==> src/knmh_pkg.sv <==
// ----------------------------------------------------------------------------
// knmh_pkg: shared types and constants of the k-nearest max-heap core
// Sizes of the heap, coordinates and identifiers, action codes and register
// indexes used by the core, its distance unit and its channel interfaces.
// ----------------------------------------------------------------------------
package knmh_pkg;

   localparam int HEAP_DEPTH  = 64;
   localparam int COORD_WIDTH = 16;
   localparam int ID_WIDTH    = 16;
   localparam int DIST_WIDTH  = 34;
   localparam int IDX_WIDTH   = $clog2(HEAP_DEPTH);
   localparam int CNT_WIDTH   = $clog2(HEAP_DEPTH + 1);
   localparam int KID_WIDTH   = IDX_WIDTH + 2;
   localparam int CSR_IDX_WIDTH = 3;

   typedef logic signed [COORD_WIDTH-1:0] coord_type;
   typedef logic [ID_WIDTH-1:0]           ident_type;
   typedef logic [DIST_WIDTH-1:0]         dist_type;
   typedef logic [IDX_WIDTH-1:0]          idx_type;
   typedef logic [CNT_WIDTH-1:0]          cnt_type;
   typedef logic [KID_WIDTH-1:0]          kid_type;
   typedef logic [1:0]                    action_type;
   typedef logic [CSR_IDX_WIDTH-1:0]      csr_idx_type;
   typedef logic [DIST_WIDTH-1:0]         csr_data_type;

   typedef struct packed {
      dist_type  distance;
      ident_type ident;
   } entry_type;

   localparam dist_type DIST_MAX    = '1;
   localparam cnt_type  DEPTH_COUNT = cnt_type'(HEAP_DEPTH);

   localparam action_type ACT_START = 2'd0;
   localparam action_type ACT_OFFER = 2'd1;
   localparam action_type ACT_READ  = 2'd2;

   localparam csr_idx_type CSR_QUERY_X   = 3'd0;
   localparam csr_idx_type CSR_QUERY_Y   = 3'd1;
   localparam csr_idx_type CSR_QUERY_Z   = 3'd2;
   localparam csr_idx_type CSR_RADIUS_SQ = 3'd3;
   localparam csr_idx_type CSR_WANTED    = 3'd4;

endpackage

==> src/knmh_dist_unit.sv <==
// ----------------------------------------------------------------------------
// knmh_dist_unit: squared 3D distance over one shared multiplier
// Walks the three axes through a subtract, square and accumulate pipeline,
// then saturates the sum to the distance width. Result follows done.
// ----------------------------------------------------------------------------
module knmh_dist_unit (
   input  logic                clock,
   input  logic                reset,
   input  logic                start,
   input  knmh_pkg::coord_type cand_x,
   input  knmh_pkg::coord_type cand_y,
   input  knmh_pkg::coord_type cand_z,
   input  knmh_pkg::coord_type query_x,
   input  knmh_pkg::coord_type query_y,
   input  knmh_pkg::coord_type query_z,
   output logic                done,
   output knmh_pkg::dist_type  sq_dist
);
   import knmh_pkg::*;

   localparam int PROD_WIDTH = 2 * COORD_WIDTH;
   localparam int SUM_WIDTH  = PROD_WIDTH + 2;
   localparam int ACC_WIDTH  = (SUM_WIDTH > DIST_WIDTH) ? SUM_WIDTH : DIST_WIDTH + 1;
   localparam int STEP_WIDTH = 3;
   localparam logic [STEP_WIDTH-1:0] STEP_FIRST_ACC = 3'd2;
   localparam logic [STEP_WIDTH-1:0] STEP_LAST      = 3'd4;

   logic                     busy_ff;
   logic                     done_ff;
   logic [STEP_WIDTH-1:0]    step_ff;
   coord_type                cx_ff, cy_ff, cz_ff;
   logic [COORD_WIDTH-1:0]   diff_ff;
   logic [PROD_WIDTH-1:0]    prod_ff;
   logic [ACC_WIDTH-1:0]     acc_ff;

   coord_type                cand_sel, query_sel;
   logic signed [COORD_WIDTH:0] diff_wide;
   logic [COORD_WIDTH:0]     abs_wide;
   logic [COORD_WIDTH-1:0]   diff_in;
   logic [PROD_WIDTH-1:0]    prod_in;

   always_comb begin
      case (step_ff[1:0])
         2'd0: begin
            cand_sel  = cx_ff;
            query_sel = query_x;
         end
         2'd1: begin
            cand_sel  = cy_ff;
            query_sel = query_y;
         end
         default: begin
            cand_sel  = cz_ff;
            query_sel = query_z;
         end
      endcase
      diff_wide = $signed({cand_sel[COORD_WIDTH-1], cand_sel})
                - $signed({query_sel[COORD_WIDTH-1], query_sel});
      abs_wide  = diff_wide[COORD_WIDTH] ? -diff_wide : diff_wide;
      // the magnitude never exceeds 2**COORD_WIDTH - 1
      diff_in   = abs_wide[COORD_WIDTH-1:0];
      prod_in   = diff_ff * diff_ff;
   end

   always_ff @(posedge clock) begin
      if (reset) begin
         busy_ff <= 1'b0;
         done_ff <= 1'b0;
         step_ff <= '0;
      end else begin
         done_ff <= busy_ff && (step_ff == STEP_LAST);
         if (start) begin
            busy_ff <= 1'b1;
            step_ff <= '0;
         end else if (busy_ff) begin
            if (step_ff == STEP_LAST) begin
               busy_ff <= 1'b0;
            end
            step_ff <= step_ff + 1'b1;
         end
      end
   end

   always_ff @(posedge clock) begin
      if (start) begin
         cx_ff  <= cand_x;
         cy_ff  <= cand_y;
         cz_ff  <= cand_z;
         acc_ff <= '0;
      end else if (busy_ff) begin
         diff_ff <= diff_in;
         prod_ff <= prod_in;
         if (step_ff >= STEP_FIRST_ACC) begin
            acc_ff <= acc_ff + ACC_WIDTH'(prod_ff);
         end
      end
   end

   assign done    = done_ff;
   assign sq_dist = (acc_ff > ACC_WIDTH'(DIST_MAX)) ? DIST_MAX : acc_ff[DIST_WIDTH-1:0];

endmodule

==> config.mk <==
export PLATFORM = sky130hd
export DESIGN_NAME = knmh_dist_unit
export DESIGN_NICKNAME = d
export VERILOG_FILES = /design/src/knmh_pkg.sv /design/src/knmh_dist_unit.sv
export SDC_FILE = /design/constraint.sdc
export NUM_CORES = 1
export LEC_CHECK = 0
export BUFFER_PORTS_ARGS = -buffer_cell sky130_fd_sc_hd__buf_4
export CORE_ASPECT_RATIO = 0.75
export CORE_MARGIN = 5
export CORE_UTILIZATION = 40
export DETAILED_ROUTE_END_ITERATION = 7
export PLACE_DENSITY = 0.54
export SLEW_MARGIN = 20
export SYNTH_ARGS = -nofsm -noshare
export SYNTH_HDL_FRONTEND = slang
export SYNTH_SLANG_ARGS = --single-unit
==> constraint.sdc <==
create_clock -name clock -period 8.1 [get_ports clock]
set_input_delay 0.81 -clock clock [delete_from_list [all_inputs] [get_ports clock]]
set_output_delay 0.81 -clock clock [all_outputs]
set_load 0.03 [all_outputs]
==> flow_summary.toml <==
[run_status]
run_status = "finished clean"

[die]
die_h_um = 179.1
die_area_um2 = 42170
die_w_um = 235.5
io-pin-count = 134
core_area_um2 = 38010
start_util_pct = 40.12
core.rowCount = 62

[grt]
grt_antenna_before_repair = 0
globalRoute.totalOverflow = 0
grt_pass1_vias = 11800
grt_max_degree = 53
grt_pass1_wl_um = 62060
grt_usage_pct = 18.14

[sta]
drv_slew = 0
final-hold-violation-count = 0
clock_skew_ns = 0.01233
relSlewSlack_pct = 48.40
rsz0062_at_grt = "false"
setup_viol = 0
fin_crit_ns = 6.794
hold_slack_ns = 0.4717
worstMarginPinSlew_ns = 0.7704
fmax_mhz = 147.2
fin_tns_setup_ns = 0
fin_crit_sh_pct = 83.88

[placement]
io_buffers = 133
dp_cells = 2231
gp_congestion = 0.8478
place_hpwl_um = 30310

[finish]
area_growth_pct = 13.55
drive_gt1_share_pct = 13.88
num_antenna_cells = 0
layout.cells.non_filler = 2263
nets = 2158
layout_common_cells = "inv_1, nand2_1, fa_1"
final_common_cell = "inv_1"
post-route-util_pct = 45.56

[worst_setup_path]
cpPeakStageDelay_ns = 0.67
worstPathRequired_ns = 8.28
critPathTopFamily = "adder cells"
worstPathArrival_ns = 6.98
critPathSlowestCell = "edfxtp_1"
crit_path_cell_trace = "and2_1 > fa_1 > inv_1 > fa_1 > inv_1 > fa_1 > inv_1 > fa_1 > inv_1 > fa_1 > inv_1 > fa_1 > inv_1 > ha_1 > o21a_1 > a221oi_2 > a21bo_2 > a2111oi_2 > o31ai_1 > o21ai_2 > o21bai_1 > xor2_1"
critPathLaunchType = "flip-flop"
crit_type = "reg -> reg"
path_buf_inv = 6
endpoint_kind = "flip-flop"
crit_cells = 22
reg2regPathDepth = 22
cp_max_fo = 17

[drt]
vias = 11420
first_iter_violations = 665
detail-route-antenna-nets = 0
drc = 0
routed_wl_um = 37580
dr.pass1.iters = 5
vias_per_cell = 5.047
post_drt_wl_per_cell_um = 16.61

[yosys]
synth-seq-cells = 135
synth_area_per_cell_um2 = 9.293
synth-main-ff-cell = "edfxtp_1"
yosysWarnings = 0
synth-edff-count = 95
syn_area_um2 = 15250
syn-num-nets = 2061
netlist_instances = 1641
async_flop_share_pct = 0
ys_types = 77
seq_area_frac_synth_pct = 23.96

[clock_network]
cts_resized = 0
root_buffer = "clkbuf_16"
clkSinkCount = 135
cts_max_path_buffers = 2
clk_pin_slew_ns = 0.06
cts-buffers-inserted = 17
cts_max_level = 4
ctsHoldBuffers = 0
tritoncts = "done"
postCtsSetupRepairBufs = 0
worstSkewPairLatency_ns = 0.44

[min_path]
hold_path_class = "reg -> reg"
hold_depth = 2

[job]
cap_violations = 0
## metal layers
layer / vias up / wire length (um) / share of wire [%] / GRT usage (%)
met2: 214 / 16650 / 44 / 29.25
met1: 5521 / 19050 / 51 / 26.14
li1: 5659 / - / - / -
met4: 0 / 346 / 0.92 / 2.853
met5: - / 0 / 0 / 0
met3: 28 / 1528 / 4.1 / 3.398
## Yosys cell counts (9+ instances only)
cell type | n | share of area [%]
xor2_1 | 21 | 1.2
o21bai_1 | 10 | 0.49
a22o_1 | 16 | 0.92
dfxtp_1 | 40 | 5.3
clkbuf_1 | 58 | 1.4
a21o_1 | 25 | 1.2
and3_1 | 9 | 0.37
ha_1 | 156 | 13
nor2_1 | 64 | 1.6
a211oi_1 | 16 | 0.79
nor2b_1 | 14 | 0.57
fa_1 | 165 | 22
a22oi_1 | 17 | 0.84
edfxtp_1 | 95 | 19
nand2_1 | 177 | 4.4
nand4_1 | 11 | 0.45
or2_2 | 44 | 1.8
a21oi_1 | 99 | 3.2
a31oi_1 | 14 | 0.57
nand3_1 | 23 | 0.75
nor3_1 | 25 | 0.82
and2_1 | 42 | 1.7
xnor2_1 | 68 | 3.9
o21ai_0 | 41 | 1.3
inv_1 | 274 | 6.7
## final cells by class
type                            count  area [um2]
Clock buffer                       22       486.7
Clock inverter                     10       92.59
Fill cell                        3702       20690
Inverter                          275        1032
Multi-Input combinational cell   1167       10340
Sequential cell                   135        3655
Tap cell                          512       640.6
Timing Repair Buffer              142        1066
## worst paths after layout
path                                     to  slack (ns)       start
worst max-delay path            prod_ff[29]        1.31  diff_ff[9]
worst min-delay path              acc_ff[0]        0.47   acc_ff[0]
worst max register to register  prod_ff[29]        1.31  diff_ff[9]
worst min register to register    acc_ff[0]        0.47   acc_ff[0]
## per-stage QoR
stage | area [um2] | setup slack (ns)
floorplan | 15250 | 1.696
global placement | 16740 | 1.353
detailed placement | 16740 | 1.305
CTS | 17320 | 1.311
global route | 17320 | 1.026
finish | 17320 | 1.306
## registers in the layout, summed over array words and instances, names as in the netlist
register  flops
acc_ff       35
busy_ff       1
cx_ff        16
cy_ff        16
cz_ff        16
diff_ff      16
done          1
prod_ff      31
step_ff       3
## logic make-up (layout without fill, tap and decap cells)
logic type / after synthesis / count (layout) / share of synthesized area, %
and+or+nand+nor: 439 / 439 / 13.80
xor gates and xnor gates: 89 / 89 / 5.112
muxes: 5 / 5 / 0.3446
buffers and inverters: 339 / 449 / 8.369
AOI/OAI and AO/OA: 313 / 313 / 13.96
adders and majority gates: 321 / 321 / 34.46
DFF: 135 / 135 / 23.96
## worst reg2reg max path, stage by stage (launching register included)
cell and delay, ns:
edfxtp_1 0.67, and2_1 0.32, fa_1 0.50, inv_1 0.05, fa_1 0.47, inv_1 0.05
fa_1 0.49, inv_1 0.05, fa_1 0.47, inv_1 0.05, fa_1 0.52, inv_1 0.05
fa_1 0.52, inv_1 0.04, ha_1 0.36, o21a_1 0.22, a221oi_2 0.24, a21bo_2 0.29
a2111oi_2 0.48, o31ai_1 0.18, o21ai_2 0.24, o21bai_1 0.12, xor2_1 0.15
Power is not shown: default switching activity piles up to over one toggle a cycle in this logic, so the estimate is an artifact.
